==> config.mk <==
export PLATFORM = sky130hd
export DESIGN_NAME = rtp_gap_reorder_nack
export DESIGN_NICKNAME = d
export VERILOG_FILES = /design/src/rtl/core/rgrn_pkg.sv /design/src/rtl/core/rgrn_ctrl.sv /design/src/rtl/core/rgrn_dp.sv /design/src/rtl/core/rtp_gap_reorder_nack.sv
export SDC_FILE = /design/constraint.sdc
export NUM_CORES = 2
export LEC_CHECK = 0
export ABC_AREA = 1
export ABC_CLOCK_PERIOD_IN_PS = 4600
export BUFFER_PORTS_ARGS = -buffer_cell sky130_fd_sc_hd__buf_2
export CAP_MARGIN = 30
export CORE_UTILIZATION = 62
export DETAILED_ROUTE_END_ITERATION = 7
export GPL_TIMING_DRIVEN = 1
export PLACE_DENSITY = 0.78
export SETUP_SLACK_MARGIN = 0.5
export SLEW_MARGIN = 20
export SYNTH_ARGS = -nofsm -noshare
export SYNTH_HDL_FRONTEND = slang
export SYNTH_SLANG_ARGS = --single-unit
==> constraint.sdc <==
create_clock -name clk -period 4.6 [get_ports clk]
set_clock_uncertainty 0.1 [all_clocks]
set_input_delay 0.23 -clock clk [delete_from_list [all_inputs] [get_ports clk]]
set_output_delay 0.23 -clock clk [all_outputs]
set_load 0.05 [all_outputs]
==> src/rtl/core/rgrn_pkg.sv <==
`timescale 1ns / 1ps
package rgrn_pkg;

  localparam int WIN       = 32;
  localparam int IDX_W     = $clog2(WIN);
  localparam int CNT_W     = $clog2(WIN + 1);
  localparam int HND_W     = 10;
  localparam int SEQ_W     = 16;
  localparam int SID_W     = 32;
  localparam int TIME_W    = 32;
  localparam int MASK_W    = 16;
  localparam int NACK_SPAN = 17;
  localparam int LEFT_W    = IDX_W;

  localparam logic [15:0] WAIT_RESET = 16'd100;

  localparam logic [1:0] FN_ORIG   = 2'd0;
  localparam logic [1:0] FN_REPAIR = 2'd1;
  localparam logic [1:0] FN_TICK   = 2'd2;
  localparam logic [1:0] FN_NONE   = 2'd3;

  localparam logic [1:0] KD_DELIVER = 2'd0;
  localparam logic [1:0] KD_LOST    = 2'd1;
  localparam logic [1:0] KD_NACK    = 2'd2;

  typedef enum logic [2:0] {
    OP_NONE,
    OP_LOAD,
    OP_REPAIR_PLACE,
    OP_SET_STREAM,
    OP_TAKE,
    OP_REL_STEP,
    OP_NACK_STEP,
    OP_FINISH
  } op_t;

  typedef enum logic [1:0] {
    TK_DONE,
    TK_EMIT,
    TK_OPEN,
    TK_ABANDON
  } take_cls_t;

  typedef struct packed {
    op_t  op;
    logic force_rel;
  } cmd_t;

  typedef struct packed {
    logic [1:0] func;
    logic       stream_chg;
    logic       repair_ok;
    take_cls_t  take_cls;
    logic       rel_act;
    logic       nack_more;
    logic       can_emit;
  } sts_t;

endpackage

==> src/rtl/core/rgrn_ctrl.sv <==
`timescale 1ns / 1ps
module rgrn_ctrl (
  input  logic          clk,
  input  logic          rst_n,
  input  logic          in_tvalid,
  output logic          in_tready,
  input  rgrn_pkg::sts_t sts,
  output rgrn_pkg::cmd_t cmd
);

  typedef enum logic [2:0] {
    S_IDLE, S_DISP, S_REL, S_STREAM, S_TAKE, S_NACK, S_FIN
  } state_t;

  typedef enum logic [1:0] {
    R_TAKE, R_STREAM, R_FIN
  } ret_t;

  state_t state_r, state_nxt;
  logic   force_r, force_nxt;
  ret_t   ret_r, ret_nxt;
  rgrn_pkg::op_t op;

  assign in_tready     = (state_r == S_IDLE);
  assign cmd.op        = op;
  assign cmd.force_rel = force_r;

  always_comb begin
    state_nxt = state_r;
    force_nxt = force_r;
    ret_nxt   = ret_r;
    op        = rgrn_pkg::OP_NONE;
    case (state_r)
      S_IDLE: begin
        if (in_tvalid) begin
          op        = rgrn_pkg::OP_LOAD;
          state_nxt = S_DISP;
        end
      end
      S_DISP: begin
        case (sts.func)
          rgrn_pkg::FN_ORIG: begin
            if (sts.stream_chg) begin
              force_nxt = 1'b1;
              ret_nxt   = R_STREAM;
              state_nxt = S_REL;
            end else begin
              state_nxt = S_TAKE;
            end
          end
          rgrn_pkg::FN_REPAIR: begin
            if (sts.repair_ok) begin
              op        = rgrn_pkg::OP_REPAIR_PLACE;
              force_nxt = 1'b0;
              ret_nxt   = R_FIN;
              state_nxt = S_REL;
            end else begin
              state_nxt = S_FIN;
            end
          end
          rgrn_pkg::FN_TICK: begin
            force_nxt = 1'b0;
            ret_nxt   = R_FIN;
            state_nxt = S_REL;
          end
          default: state_nxt = S_FIN;
        endcase
      end
      S_REL: begin
        if (!sts.rel_act) begin
          case (ret_r)
            R_TAKE:   state_nxt = S_TAKE;
            R_STREAM: state_nxt = S_STREAM;
            default:  state_nxt = S_FIN;
          endcase
        end else if (sts.can_emit) begin
          op = rgrn_pkg::OP_REL_STEP;
        end
      end
      S_STREAM: begin
        op        = rgrn_pkg::OP_SET_STREAM;
        state_nxt = S_TAKE;
      end
      S_TAKE: begin
        if (sts.can_emit) begin
          op = rgrn_pkg::OP_TAKE;
          case (sts.take_cls)
            rgrn_pkg::TK_ABANDON: begin
              force_nxt = 1'b1;
              ret_nxt   = R_TAKE;
              state_nxt = S_REL;
            end
            rgrn_pkg::TK_OPEN: state_nxt = S_NACK;
            default: begin
              force_nxt = 1'b0;
              ret_nxt   = R_FIN;
              state_nxt = S_REL;
            end
          endcase
        end
      end
      S_NACK: begin
        if (!sts.nack_more) begin
          force_nxt = 1'b0;
          ret_nxt   = R_FIN;
          state_nxt = S_REL;
        end else if (sts.can_emit) begin
          op = rgrn_pkg::OP_NACK_STEP;
        end
      end
      S_FIN: begin
        if (sts.can_emit) begin
          op        = rgrn_pkg::OP_FINISH;
          state_nxt = S_IDLE;
        end
      end
      default: state_nxt = S_IDLE;
    endcase
  end

  always_ff @(posedge clk) begin
    if (!rst_n) begin
      state_r <= S_IDLE;
      force_r <= 1'b0;
      ret_r   <= R_FIN;
    end else begin
      state_r <= state_nxt;
      force_r <= force_nxt;
      ret_r   <= ret_nxt;
    end
  end

endmodule

==> src/rtl/core/rgrn_dp.sv <==
`timescale 1ns / 1ps
module rgrn_dp (
  input  logic                         clk,
  input  logic                         rst_n,
  input  logic [1:0]                   in_func,
  input  logic [rgrn_pkg::SID_W-1:0]   in_sid,
  input  logic [rgrn_pkg::SEQ_W-1:0]   in_seq,
  input  logic [rgrn_pkg::HND_W-1:0]   in_handle,
  input  logic                         in_big,
  input  logic [rgrn_pkg::TIME_W-1:0]  in_now,
  input  logic                         cfg_we,
  input  logic [15:0]                  cfg_wait,
  input  rgrn_pkg::cmd_t               cmd,
  output rgrn_pkg::sts_t               sts,
  input  logic                         out_tready,
  output logic                         out_tvalid,
  output logic [1:0]                   out_kind,
  output logic [rgrn_pkg::HND_W-1:0]   out_handle,
  output logic [rgrn_pkg::SEQ_W-1:0]   out_seq,
  output logic [rgrn_pkg::MASK_W-1:0]  out_mask,
  output logic                         out_last
);

  localparam int IW = rgrn_pkg::IDX_W;
  localparam int CW = rgrn_pkg::CNT_W;
  localparam int HW = rgrn_pkg::HND_W;
  localparam int SW = rgrn_pkg::SEQ_W;
  localparam int TW = rgrn_pkg::TIME_W;
  localparam int MW = rgrn_pkg::MASK_W;
  localparam int LW = rgrn_pkg::LEFT_W;
  localparam int NACK_W_C = MW + 1;

  // latched item
  logic [1:0]                 func_r;
  logic [rgrn_pkg::SID_W-1:0] sid_r;
  logic [SW-1:0]              seq_r;
  logic [HW-1:0]              hnd_in_r;
  logic                       big_r;
  logic [TW-1:0]              now_r;

  logic [15:0] wait_r;

  logic                       have_r, have_nxt;
  logic [rgrn_pkg::SID_W-1:0] cur_r, cur_nxt;
  logic [SW-1:0]              exp_r, exp_nxt;
  logic                       gap_r, gap_nxt;
  logic [CW-1:0]              wc_r, wc_nxt;
  logic [TW-1:0]              dl_r, dl_nxt;
  logic [rgrn_pkg::WIN-1:0]   fill_r, fill_nxt;
  logic [HW-1:0]              slot_r [rgrn_pkg::WIN];
  logic [HW-1:0]              slot_nxt [rgrn_pkg::WIN];
  logic [SW-1:0]              nst_r, nst_nxt;
  logic [LW-1:0]              nleft_r, nleft_nxt;

  // staged result and output register
  logic          pend_v_r, pend_v_nxt;
  logic [1:0]    pend_kind_r, pend_kind_nxt;
  logic [HW-1:0] pend_hnd_r, pend_hnd_nxt;
  logic [SW-1:0] pend_seq_r, pend_seq_nxt;
  logic [MW-1:0] pend_mask_r, pend_mask_nxt;
  logic          out_v_r, out_v_nxt;
  logic [1:0]    out_kind_r, out_kind_nxt;
  logic [HW-1:0] out_hnd_r, out_hnd_nxt;
  logic [SW-1:0] out_seq_r, out_seq_nxt;
  logic [MW-1:0] out_mask_r, out_mask_nxt;
  logic          out_last_r, out_last_nxt;

  logic [SW-1:0] d;
  logic [IW-1:0] idx;
  logic          d_lt_wc, d_eq_wc, d_far, expired, can_emit;
  logic [TW-1:0] tdiff;
  logic [15:0]   wait_eff;
  logic [LW-1:0] chunk;
  logic [NACK_W_C-1:0] mask_full;
  rgrn_pkg::take_cls_t tcls;

  logic          em_v;
  logic [1:0]    em_kind;
  logic [HW-1:0] em_hnd;
  logic [SW-1:0] em_seq;
  logic [MW-1:0] em_mask;

  assign d        = seq_r - exp_r;
  assign idx      = d[IW-1:0];
  assign d_far    = (d[SW-1:IW] != '0);
  assign d_lt_wc  = (d[SW-1:CW] == '0) && (d[CW-1:0] < wc_r);
  assign d_eq_wc  = (d[SW-1:CW] == '0) && (d[CW-1:0] == wc_r);
  assign tdiff    = now_r - dl_r;
  assign expired  = !tdiff[TW-1];
  assign wait_eff = (wait_r == 16'd0) ? 16'd1 : wait_r;
  assign can_emit = !pend_v_r || !out_v_r || out_tready;
  assign chunk    = (nleft_r > LW'(rgrn_pkg::NACK_SPAN)) ? LW'(rgrn_pkg::NACK_SPAN) : nleft_r;
  assign mask_full = (NACK_W_C'(1) << (chunk - LW'(1))) - NACK_W_C'(1);

  always_comb begin
    if (d[SW-1]) begin
      tcls = rgrn_pkg::TK_DONE;
    end else if (!gap_r) begin
      if ((d == '0) || d_far || big_r) tcls = rgrn_pkg::TK_EMIT;
      else                             tcls = rgrn_pkg::TK_OPEN;
    end else if (d_lt_wc) begin
      tcls = rgrn_pkg::TK_DONE;
    end else if (d_eq_wc && (wc_r < CW'(rgrn_pkg::WIN)) && !big_r) begin
      tcls = rgrn_pkg::TK_DONE;
    end else begin
      tcls = rgrn_pkg::TK_ABANDON;
    end
  end

  assign sts.func       = func_r;
  assign sts.stream_chg = !have_r || (sid_r != cur_r);
  assign sts.repair_ok  = have_r && gap_r && (sid_r == cur_r) && !big_r && d_lt_wc
                          && !fill_r[idx];
  assign sts.take_cls   = tcls;
  assign sts.rel_act    = gap_r && (fill_r[0] || cmd.force_rel || expired);
  assign sts.nack_more  = (nleft_r != '0);
  assign sts.can_emit   = can_emit;

  always_comb begin
    have_nxt  = have_r;
    cur_nxt   = cur_r;
    exp_nxt   = exp_r;
    gap_nxt   = gap_r;
    wc_nxt    = wc_r;
    dl_nxt    = dl_r;
    fill_nxt  = fill_r;
    slot_nxt  = slot_r;
    nst_nxt   = nst_r;
    nleft_nxt = nleft_r;
    em_v      = 1'b0;
    em_kind   = rgrn_pkg::KD_DELIVER;
    em_hnd    = '0;
    em_seq    = '0;
    em_mask   = '0;
    case (cmd.op)
      rgrn_pkg::OP_REPAIR_PLACE: begin
        fill_nxt[idx] = 1'b1;
        slot_nxt[idx] = hnd_in_r;
      end
      rgrn_pkg::OP_SET_STREAM: begin
        have_nxt = 1'b1;
        cur_nxt  = sid_r;
        exp_nxt  = seq_r;
      end
      rgrn_pkg::OP_TAKE: begin
        if (!d[SW-1]) begin
          if (!gap_r) begin
            if (d == '0) begin
              em_v    = 1'b1;
              em_hnd  = hnd_in_r;
              em_seq  = seq_r;
              exp_nxt = exp_r + SW'(1);
            end else if (d_far || big_r) begin
              em_v    = 1'b1;
              em_hnd  = hnd_in_r;
              em_seq  = seq_r;
              exp_nxt = seq_r + SW'(1);
            end else begin
              gap_nxt       = 1'b1;
              wc_nxt        = CW'(idx) + CW'(1);
              fill_nxt      = '0;
              fill_nxt[idx] = 1'b1;
              slot_nxt[idx] = hnd_in_r;
              dl_nxt        = now_r + TW'(wait_eff);
              nst_nxt       = exp_r;
              nleft_nxt     = LW'(idx);
            end
          end else if (d_lt_wc) begin
            if (!fill_r[idx] && !big_r) begin
              fill_nxt[idx] = 1'b1;
              slot_nxt[idx] = hnd_in_r;
            end
          end else if (d_eq_wc && (wc_r < CW'(rgrn_pkg::WIN)) && !big_r) begin
            fill_nxt[idx] = 1'b1;
            slot_nxt[idx] = hnd_in_r;
            wc_nxt        = wc_r + CW'(1);
          end
        end
      end
      rgrn_pkg::OP_REL_STEP: begin
        em_v    = 1'b1;
        em_seq  = exp_r;
        if (fill_r[0]) begin
          em_hnd = slot_r[0];
        end else begin
          em_kind = rgrn_pkg::KD_LOST;
        end
        fill_nxt = {1'b0, fill_r[rgrn_pkg::WIN-1:1]};
        for (int i = 0; i < rgrn_pkg::WIN - 1; i++) begin
          slot_nxt[i] = slot_r[i+1];
        end
        wc_nxt  = wc_r - CW'(1);
        exp_nxt = exp_r + SW'(1);
        if (wc_r == CW'(1)) gap_nxt = 1'b0;
      end
      rgrn_pkg::OP_NACK_STEP: begin
        em_v      = 1'b1;
        em_kind   = rgrn_pkg::KD_NACK;
        em_seq    = nst_r;
        em_mask   = mask_full[MW-1:0];
        nst_nxt   = nst_r + SW'(chunk);
        nleft_nxt = nleft_r - chunk;
      end
      default: ;
    endcase
  end

  always_comb begin
    pend_v_nxt    = pend_v_r;
    pend_kind_nxt = pend_kind_r;
    pend_hnd_nxt  = pend_hnd_r;
    pend_seq_nxt  = pend_seq_r;
    pend_mask_nxt = pend_mask_r;
    out_v_nxt     = out_v_r && !out_tready;
    out_kind_nxt  = out_kind_r;
    out_hnd_nxt   = out_hnd_r;
    out_seq_nxt   = out_seq_r;
    out_mask_nxt  = out_mask_r;
    out_last_nxt  = out_last_r;
    if ((em_v || (cmd.op == rgrn_pkg::OP_FINISH)) && pend_v_r) begin
      out_v_nxt    = 1'b1;
      out_kind_nxt = pend_kind_r;
      out_hnd_nxt  = pend_hnd_r;
      out_seq_nxt  = pend_seq_r;
      out_mask_nxt = pend_mask_r;
      out_last_nxt = !em_v;
      pend_v_nxt   = 1'b0;
    end
    if (em_v) begin
      pend_v_nxt    = 1'b1;
      pend_kind_nxt = em_kind;
      pend_hnd_nxt  = em_hnd;
      pend_seq_nxt  = em_seq;
      pend_mask_nxt = em_mask;
    end
  end

  always_ff @(posedge clk) begin
    if (cmd.op == rgrn_pkg::OP_LOAD) begin
      func_r   <= in_func;
      sid_r    <= in_sid;
      seq_r    <= in_seq;
      hnd_in_r <= in_handle;
      big_r    <= in_big;
      now_r    <= in_now;
    end
    slot_r      <= slot_nxt;
    nst_r       <= nst_nxt;
    pend_kind_r <= pend_kind_nxt;
    pend_hnd_r  <= pend_hnd_nxt;
    pend_seq_r  <= pend_seq_nxt;
    pend_mask_r <= pend_mask_nxt;
    out_kind_r  <= out_kind_nxt;
    out_hnd_r   <= out_hnd_nxt;
    out_seq_r   <= out_seq_nxt;
    out_mask_r  <= out_mask_nxt;
    out_last_r  <= out_last_nxt;
  end

  always_ff @(posedge clk) begin
    if (!rst_n) begin
      wait_r   <= rgrn_pkg::WAIT_RESET;
      have_r   <= 1'b0;
      cur_r    <= '0;
      exp_r    <= '0;
      gap_r    <= 1'b0;
      wc_r     <= '0;
      dl_r     <= '0;
      fill_r   <= '0;
      nleft_r  <= '0;
      pend_v_r <= 1'b0;
      out_v_r  <= 1'b0;
    end else begin
      if (cfg_we) wait_r <= cfg_wait;
      have_r   <= have_nxt;
      cur_r    <= cur_nxt;
      exp_r    <= exp_nxt;
      gap_r    <= gap_nxt;
      wc_r     <= wc_nxt;
      dl_r     <= dl_nxt;
      fill_r   <= fill_nxt;
      nleft_r  <= nleft_nxt;
      pend_v_r <= pend_v_nxt;
      out_v_r  <= out_v_nxt;
    end
  end

  assign out_tvalid = out_v_r;
  assign out_kind   = out_kind_r;
  assign out_handle = out_hnd_r;
  assign out_seq    = out_seq_r;
  assign out_mask   = out_mask_r;
  assign out_last   = out_last_r;

endmodule

==> src/rtl/core/rtp_gap_reorder_nack.sv <==
`timescale 1ns / 1ps
// flow: a new item is accepted only in the idle state; its results wait behind any gap that is flushed
//   first; each result is held one step in a staging register so the final one can carry
//   tlast, then sits in the output register
// the controller walks the release and nack loops at one result per cycle while the output
//   is not stalled, with up to 34 release or nack results per item
// reset: synchronous active low; window empty, no stream, wait_ms back to 100
module rtp_gap_reorder_nack (
  input  logic        clk,
  input  logic        rst_n,
  input  logic        in_tvalid,
  output logic        in_tready,
  input  logic [95:0] in_tdata,  // stream_id, in_seq, in_handle, oversized, now_ms, zero fill
  input  logic [1:0]  in_tuser,  // func
  output logic        out_tvalid,
  input  logic        out_tready,
  output logic [47:0] out_tdata, // out_handle, out_seq, nack_mask, zero fill
  output logic [1:0]  out_tuser, // kind
  output logic        out_tlast,
  input  logic        cfg_valid,
  output logic        cfg_ready,
  input  logic [15:0] cfg_data
);

  rgrn_pkg::cmd_t cmd;
  rgrn_pkg::sts_t sts;
  logic [9:0]  o_hnd;
  logic [15:0] o_seq;
  logic [15:0] o_mask;

  assign cfg_ready = 1'b1;

  rgrn_ctrl u_ctrl (
    .clk       (clk),
    .rst_n     (rst_n),
    .in_tvalid (in_tvalid),
    .in_tready (in_tready),
    .sts       (sts),
    .cmd       (cmd)
  );

  rgrn_dp u_dp (
    .clk        (clk),
    .rst_n      (rst_n),
    .in_func    (in_tuser),
    .in_sid     (in_tdata[31:0]),
    .in_seq     (in_tdata[47:32]),
    .in_handle  (in_tdata[57:48]),
    .in_big     (in_tdata[58]),
    .in_now     (in_tdata[90:59]),
    .cfg_we     (cfg_valid),
    .cfg_wait   (cfg_data),
    .cmd        (cmd),
    .sts        (sts),
    .out_tready (out_tready),
    .out_tvalid (out_tvalid),
    .out_kind   (out_tuser),
    .out_handle (o_hnd),
    .out_seq    (o_seq),
    .out_mask   (o_mask),
    .out_last   (out_tlast)
  );

  assign out_tdata = {6'd0, o_mask, o_seq, o_hnd};

endmodule

Yosys cells after proc, flatten, opt, wreduce, memory -nomap -nowiden:

Index checks and enable logic that the tools add are counted.

* flip-flop bits (word level): 667
* input bits: 119
* output and inout port bits: 54
* word-level logic and storage cells: 303

* add/sub/neg operators: 12
* magnitude comparators: 7
* equal/unequal tests: 43
* shifts and indexed selects: 1
* muxes and demuxes: 115
* bitwise operators: 6
* reduce and logical (&&, ||, !) cells: 57

Operators with widths (count)
* $mux 320: 7
* $pmux 310 s3: 1
* $bwmux 320: 1
* $mux 32: 7
* $mux 16: 13
* $pmux 16 s3: 2
* $pmux 32 s3: 1
* $mux 10: 6
* $demux 10 s5: 1
* $mux 3: 15
* $pmux 3 s7: 2
* $pmux 10 s2: 2
* $mux 6: 6
* $add 16x1->16 const B: 2
* $add 32x16->32: 1
* $eq 32x32->1: 1
* $logic_not 16->1: 2
* $ne 32x32->1: 1
* $or 32x32->32: 1
* $pmux 16 s2: 1
* $sub 32x32->32: 1
* $mux 5: 5
* $eq 3x3->1 const B: 7
* $mux 1: 20
* 58 further kinds: 135

Depth between registers and ports, before layout:

* depth in word-level cells: 15
* gate-level depth with buffers: 24
* depth with buffers taken out: 23

Cells and area by module:

A second synthesis with hierarchy kept.

* cell total of the unflattened synthesis: 3611
* area, all modules: 32745.2 µm²

By module, submodules not included
* rgrn_dp: instances 1, cells an instance 3491, area each 32053.2 µm², sequential area each 18417.7 µm²
* rgrn_ctrl: instances 1, cells an instance 111, area each 631.9 µm², sequential area each 120.1 µm²
* rtp_gap_reorder_nack: instances 1, cells an instance 9, area each 60.1 µm², sequential area each 0.0 µm²

Worst setup path before layout:

No wires, ideal clock.

* path kind: reg-to-reg
* from: reg u_dp.seq_r[0]
* to: reg u_dp.out_last_r, in the netlist u_dp.out_last (data pin)
* setup time: 314 ps
* data arrival time: 3667 ps
* required time: 4186 ps
* setup slack: 519 ps
* cell stages (with the launch flop): 18
* buffers on the path: 0
* clock period less this slack: 4081 ps
* cells stage by stage: edfxtp_1 inv_1 ha_1 fa_1 inv_2 nand3_1 nand3_2 xor2_2 inv_2 nand3_2 nor2_1 inv_2 nor2_1 nand4_1 nand2_2 nand3_1 nand2_1 inv_1

* cells in the longest elaborated chain, start to end: 12
* elaborated cells between the ends (all ways): 25
* those cells by class: add/sub: 1; order compare: 1; eq/ne: 3; mux: 10; reduce/logical: 10

RTL lines
* start: declaration: RTL line rgrn_dp.sv:36 `logic [SW-1:0] seq_r;`
* start signal: assignment: RTL line rgrn_dp.sv:242 `seq_r <= in_seq;`
* $sub 16x16->16 *: RTL line rgrn_dp.sv:83 `assign d = seq_r - exp_r;`
* $bmux 1 s5 (tied with other cells): RTL line rgrn_dp.sv:113 `&& !fill_r[idx];`
* $mux 1 (not written as such) / $logic_and 1x1->1 (equally long branches): RTL line rgrn_dp.sv:113, rgrn_dp.sv:86
* $logic_not 1->1 / $logic_and 1x1->1 (equally long branches): RTL line rgrn_dp.sv:113, rgrn_dp.sv:112
* $logic_and 1x1->1: RTL line rgrn_dp.sv:113
* $mux 2: RTL line rgrn_ctrl.sv:52 `if (sts.repair_ok) begin`
* $mux 3: RTL line rgrn_ctrl.sv:41 `case (sts.func)`
* $pmux 3 s7: RTL line rgrn_ctrl.sv:33 `case (state_r)`
* $eq 3x3->1: RTL line rgrn_dp.sv:135 `case (cmd.op)`
* $reduce_or 2->1 (no line)
* $pmux 1 s2 *: RTL line rgrn_dp.sv:135
* net u_dp.em_v: RTL line rgrn_dp.sv:77 `logic em_v;`
* $logic_not 1->1 *: RTL line rgrn_dp.sv:226 `out_last_nxt = !em_v;`
* end signal: assignment: RTL line rgrn_dp.sv:257 `out_last_r <= out_last_nxt;`
* end: declaration: RTL line rgrn_dp.sv:66 `logic out_last_r, out_last_nxt;`

Mark *: on every way through the listed nets, which the timed path passes. The rest lies on a longest branch. The select of a mux whose other input is x is not followed.
A chain may end at the register's enable or synchronous reset.

Worst setup path in the final report:

* from: reg u_dp.seq_r[0]
* to: reg u_dp.slot_r[219] (netlist name), enable pin

* cells in the longest elaborated chain, start to end: 11
* elaborated cells between the ends (all ways): 30
* those cells by class: add/sub: 1; order compare: 1; eq/ne: 9; mux: 5; reduce/logical: 14

RTL lines
* $sub 16x16->16 *: RTL line rgrn_dp.sv:83
* $bmux 1 s5 (tied with other cells): RTL line rgrn_dp.sv:113, rgrn_dp.sv:169
* $mux 1 (not written as such) / $logic_and 1x1->1 (equally long branches): RTL line rgrn_dp.sv:113, rgrn_dp.sv:169, rgrn_dp.sv:86
* $logic_not 1->1 / $logic_and 1x1->1 (equally long branches): RTL line rgrn_dp.sv:113, rgrn_dp.sv:169, rgrn_dp.sv:112
* $logic_and 1x1->1: RTL line rgrn_dp.sv:113
* $mux 2: RTL line rgrn_ctrl.sv:52
* $mux 3: RTL line rgrn_ctrl.sv:41
* $pmux 3 s7: RTL line rgrn_ctrl.sv:33
* $eq 3x3->1 / $eq 3x2->1 (equally long branches): RTL line rgrn_dp.sv:135
* $ne 4x4->1 (no line) (tied with other cells)
* $reduce_and 6->1 (no line) *
* end signal: assignment: RTL line rgrn_dp.sv:247 `slot_r <= slot_nxt;`
* end: declaration: RTL line rgrn_dp.sv:50 `logic [HW-1:0] slot_r [rgrn_pkg::WIN];`

Mark *: on every way between the ends. The rest lies on a longest branch, timed or not. The select of a mux whose other input is x is not followed.

==> summary.txt <==
Synthesis
  – Distinct cells, synth: 53
  – Post-Syn Area: 33,900 um^2
  – Post-synth EDFFs: 518
  – Post-synth ARST share: 0%
  – Syn Area/Cell: 9.06 um^2
  – Post-synth top area cell: edfxtp_1
  – Top post-synthesis cells by area: edfxtp_1 (46%), nand2_1 (9.9%), dfxtp_1 (8.8%), o31ai_1 (6.9%), nor2_1 (4.1%)
  – Yosys warnings: 0
  – Synth top area share: 45.8%
  – Sequential area share after synthesis: 54.6%
  – Flops & latches, synth: 667
  – Cells after Synth: roughly 3,700
  – Synth Flop Type: edfxtp_1

Die
  – Num ports: 173
  – Die X: roughly 240 um
  – Std-Cell Rows: 85
  – DIE AREA: around 56,000 um^2
  – Core area: 53,900 um^2
  – Initial core utilization: 62.9%
  – Chip Height: around 240 um

STA
  – Period utilization: approximately 87%
  – Fmax: 251 MHz
  – RSZ-0062 raised after global routing: yes
  – Tmin final: around 4 ns
  – Tightest Pin Transition: 0.908 ns
  – Final Max Tran Viols: 0
  – Final Setup Violations: 0
  – Max_slew headroom: 39.5%
  – Final hold vios: 0

Clocking
  – Clk slew on worst S/H paths: about 0.070 ns
  – Root cell of the clock tree: clkbuf_16
  – Num CTS Buffers: 71
  – CTS tree: done
  – Sink Count: 667
  – H-tree Lvls: 3
  – Longest Clk Path Bufs: 3
  – Clock Latency Late Sink: 0.63 ns

Routing
  – DR iter-0 viols: about 3,200
  – Drt pass-1 iters: 7
  – Remaining antenna violation count after routing: 0
  – Routed wire length: 86,800 um
  – Residual DRC: 0
  – Wirelength per Cell: 18.3 um
  – Vias per cell: 5.85
  – Vias: 27,800

Place
  – Placed cell area: approximately 36,000 um^2
  – Routability Congestion: 0.939
  – DP HPWL: around 52,000 um
  – # port buffers: 160

Outcome
  – Outcome: completed

Hold path
  – Worst Hold Class: primary input to flip-flop

Finish
  – Final Net Count: roughly 4,200
  – Filler cells: 3,652
  – Cell area after layout: 40,000 um^2
  – Synthesis-to-layout area growth: 17.9%
  – Share of layout cells above drive strength 1: ~13%

Power and ir drop
  – Pwr/cell area: 528 nW/um^2
  – Worst ir drop on vdd: about 0.43 mV
  – Final Power: 21.1 mW
  – Leak: between 15 and 20 nW

Setup path
  – Startpoint Class: flip-flop
  – Crit path kind: flip-flop to flip-flop
  – Crit path max fanout: 10
  – Crit end category: flip-flop
  – Arrival time of the worst setup path: ~4.2 ns
  – Worst path required time: 4.82 ns

GRT
  – Vias in the first global route: 25,300
  – Total track usage: a little under a third
  – Aggregate global routing overflow: 0
  – Initial antenna violation count: 1
  – First-pass GRT wire length: 133,000 um
  – Largest net degree at the start of global routing: 110

Run
  – Max Cap Violations: 0
-- path summary, 6_finish.rpt --
check | from | end | slack [ns] | depth (start not counted)
hold / removal | rst_n | u_dp.wait_r[2]$_SDFFE_PN1P_ | 0.12 | 2
hold reg to reg | u_dp.pend_seq_r[6]$_SDFFCE_PN0N_ | u_dp.out_seq[6]$_DFFE_PP_ | 0.31 | 0
setup reg to reg | u_dp.seq_r[0]$_DFFE_PN_ | u_dp.slot_r[219]$_DFFE_PP_ | 0.61 | 21
setup / recovery | u_dp.seq_r[0]$_DFFE_PN_ | u_dp.slot_r[219]$_DFFE_PP_ | 0.61 | 21
-- sequential cells by signal, summed over array words and instances (netlist names), 32 cells and up --
name         count
u_dp.now_r      32
u_dp.fill_r     32
u_dp.dl_r       32
u_dp.cur_r      32
u_dp.slot_r    320
u_dp.sid_r      32
-- critical path: stages, from the launching register on --
cell	delay, ns
edfxtp_1	0.39
inv_2	0.07
ha_2	0.20
fa_2	0.42
inv_2	0.09
nand3_1	0.09
nand3_2	0.11
xor2_2	0.17
ha_1	0.25
nand2_1	0.08
nor2_1	0.06
o21ai_0	0.07
nand2_1	0.14
inv_2	0.09
o2111ai_2	0.18
a21oi_2	0.21
nand2_1	0.11
nor2_4	0.21
clkinv_8	0.12
buf_12	0.19
a21oi_2	0.15
buf_4	0.18
-- cell usage in the layout (no fill, tap or decap), types with 5 or more instances in the layout --
cell type / netlist / layout
buf_4: 10 / 97
a21oi_1: 178 / 160
o21ai_1: 5 / 5
bufinv_16: 0 / 8
nand4_1: 37 / 37
clkbuf_8: 0 / 6
nor2_2: 3 / 5
buf_12: 0 / 22
or2_2: 13 / 13
conb_1: 2 / 7
clkinv_1: 4 / 14
xnor2_1: 29 / 29
xor2_1: 62 / 61
nand2_2: 3 / 9
dfxtp_1: 149 / 149
ha_1: 83 / 79
clkinv_2: 0 / 12
nor2_1: 373 / 370
o221ai_1: 16 / 16
o21ai_0: 220 / 220
nand3_2: 2 / 7
nor3_1: 42 / 40
dlygate4sd3_1: 0 / 126
nor4_1: 11 / 11
a21oi_4: 0 / 24
o31ai_1: 311 / 311
buf_2: 10 / 160
inv_2: 10 / 14
inv_1: 300 / 291
nand2_1: 891 / 885
clkbuf_16: 0 / 74
a21oi_2: 16 / 19
edfxtp_1: 518 / 518
clkbuf_1: 214 / 13
and2_1: 5 / 5
o211ai_1: 14 / 14
nand3_1: 161 / 155
-- where the power goes --
group          total [mW]  internal, mW  switching, mW
sequential           7.82          7.34          0.479
clock                5.90          3.51           2.40
combinational        7.42          2.36           5.05
total                21.1          13.2           7.93
-- metal layers --
metal	track usage (%)	routed length (um)
met5	0	0
met4	8.99	2350
met3	5.70	7910
met2	48.0	40200
met1	42.1	36400
-- timing repair --
item                                   4_1_cts  5_1_grt
setup endpoints to repair                  310      457
buffers inserted                             0       20
hold buffers                               126        0
resized for setup                           27       82
pin swaps                                    0        4
endpoints found under the hold margin      112        0
cloned                                       0       24
-- metrics by stage --
stage | setup WS [ns] | hold slack (ns) | TNS [ns] | cells | util, %
after floorplan | 0.519 | 0.229 | 0 | 3750 | -
after global placement | 0.183 | 0.301 | 0 | 4449 | 65.9
after detailed placement | -0.0124 | 0.305 | -0.0861 | 4449 | 65.9
after CTS | 0.520 | 0.0964 | 0 | 4705 | 72.9
after global routing | 0.452 | 0.120 | 0 | 4750 | 74.2
final | 0.610 | 0.117 | 0 | 4750 | 74.2
-- cell families (layout without fill, tap and decap cells) --
group | Yosys count | count (layout) | share of synthesized area, %
fa+ha+maj | 86 | 86 | 3.24
simple gates | 1554 | 1554 | 18.7
flops | 667 | 667 | 54.6
compound gates | 781 | 790 | 14.4
buf+inv | 561 | 855 | 6.42
xor+xnor | 94 | 94 | 2.53
other cells | 2 | 8 | 0.0221
-- Yosys cell counts (all sizes together) (64+ instances only) --
library cell	instances
nand2	895
nor2	378
ha	83
xor2	64
edfxtp	518
inv	310
a21oi	194
o31ai	311
dfxtp	149
nand3	164
clkbuf	214
o21ai	226
-- area by class of cell --
| cell class | count | area [um^2] | area share, % |
|---|---|---|---|
| clock inverter | 37 | 412 | 1.03 |
| timing repair inverter | 1 | 20.0 | 0.0500 |
| multi-input combinational | 2531 | 13700 | 34.2 |
| timing repair buffer | 410 | 3300 | 8.26 |
| inverter | 314 | 1200 | 3.01 |
| antenna | 1 | 2.50 | 0.00625 |
| sequential | 667 | 18500 | 46.3 |
| clock buffer | 93 | 1980 | 4.96 |
| tap | 696 | 871 | 2.18 |
Power figures use the tool's default switching activity.
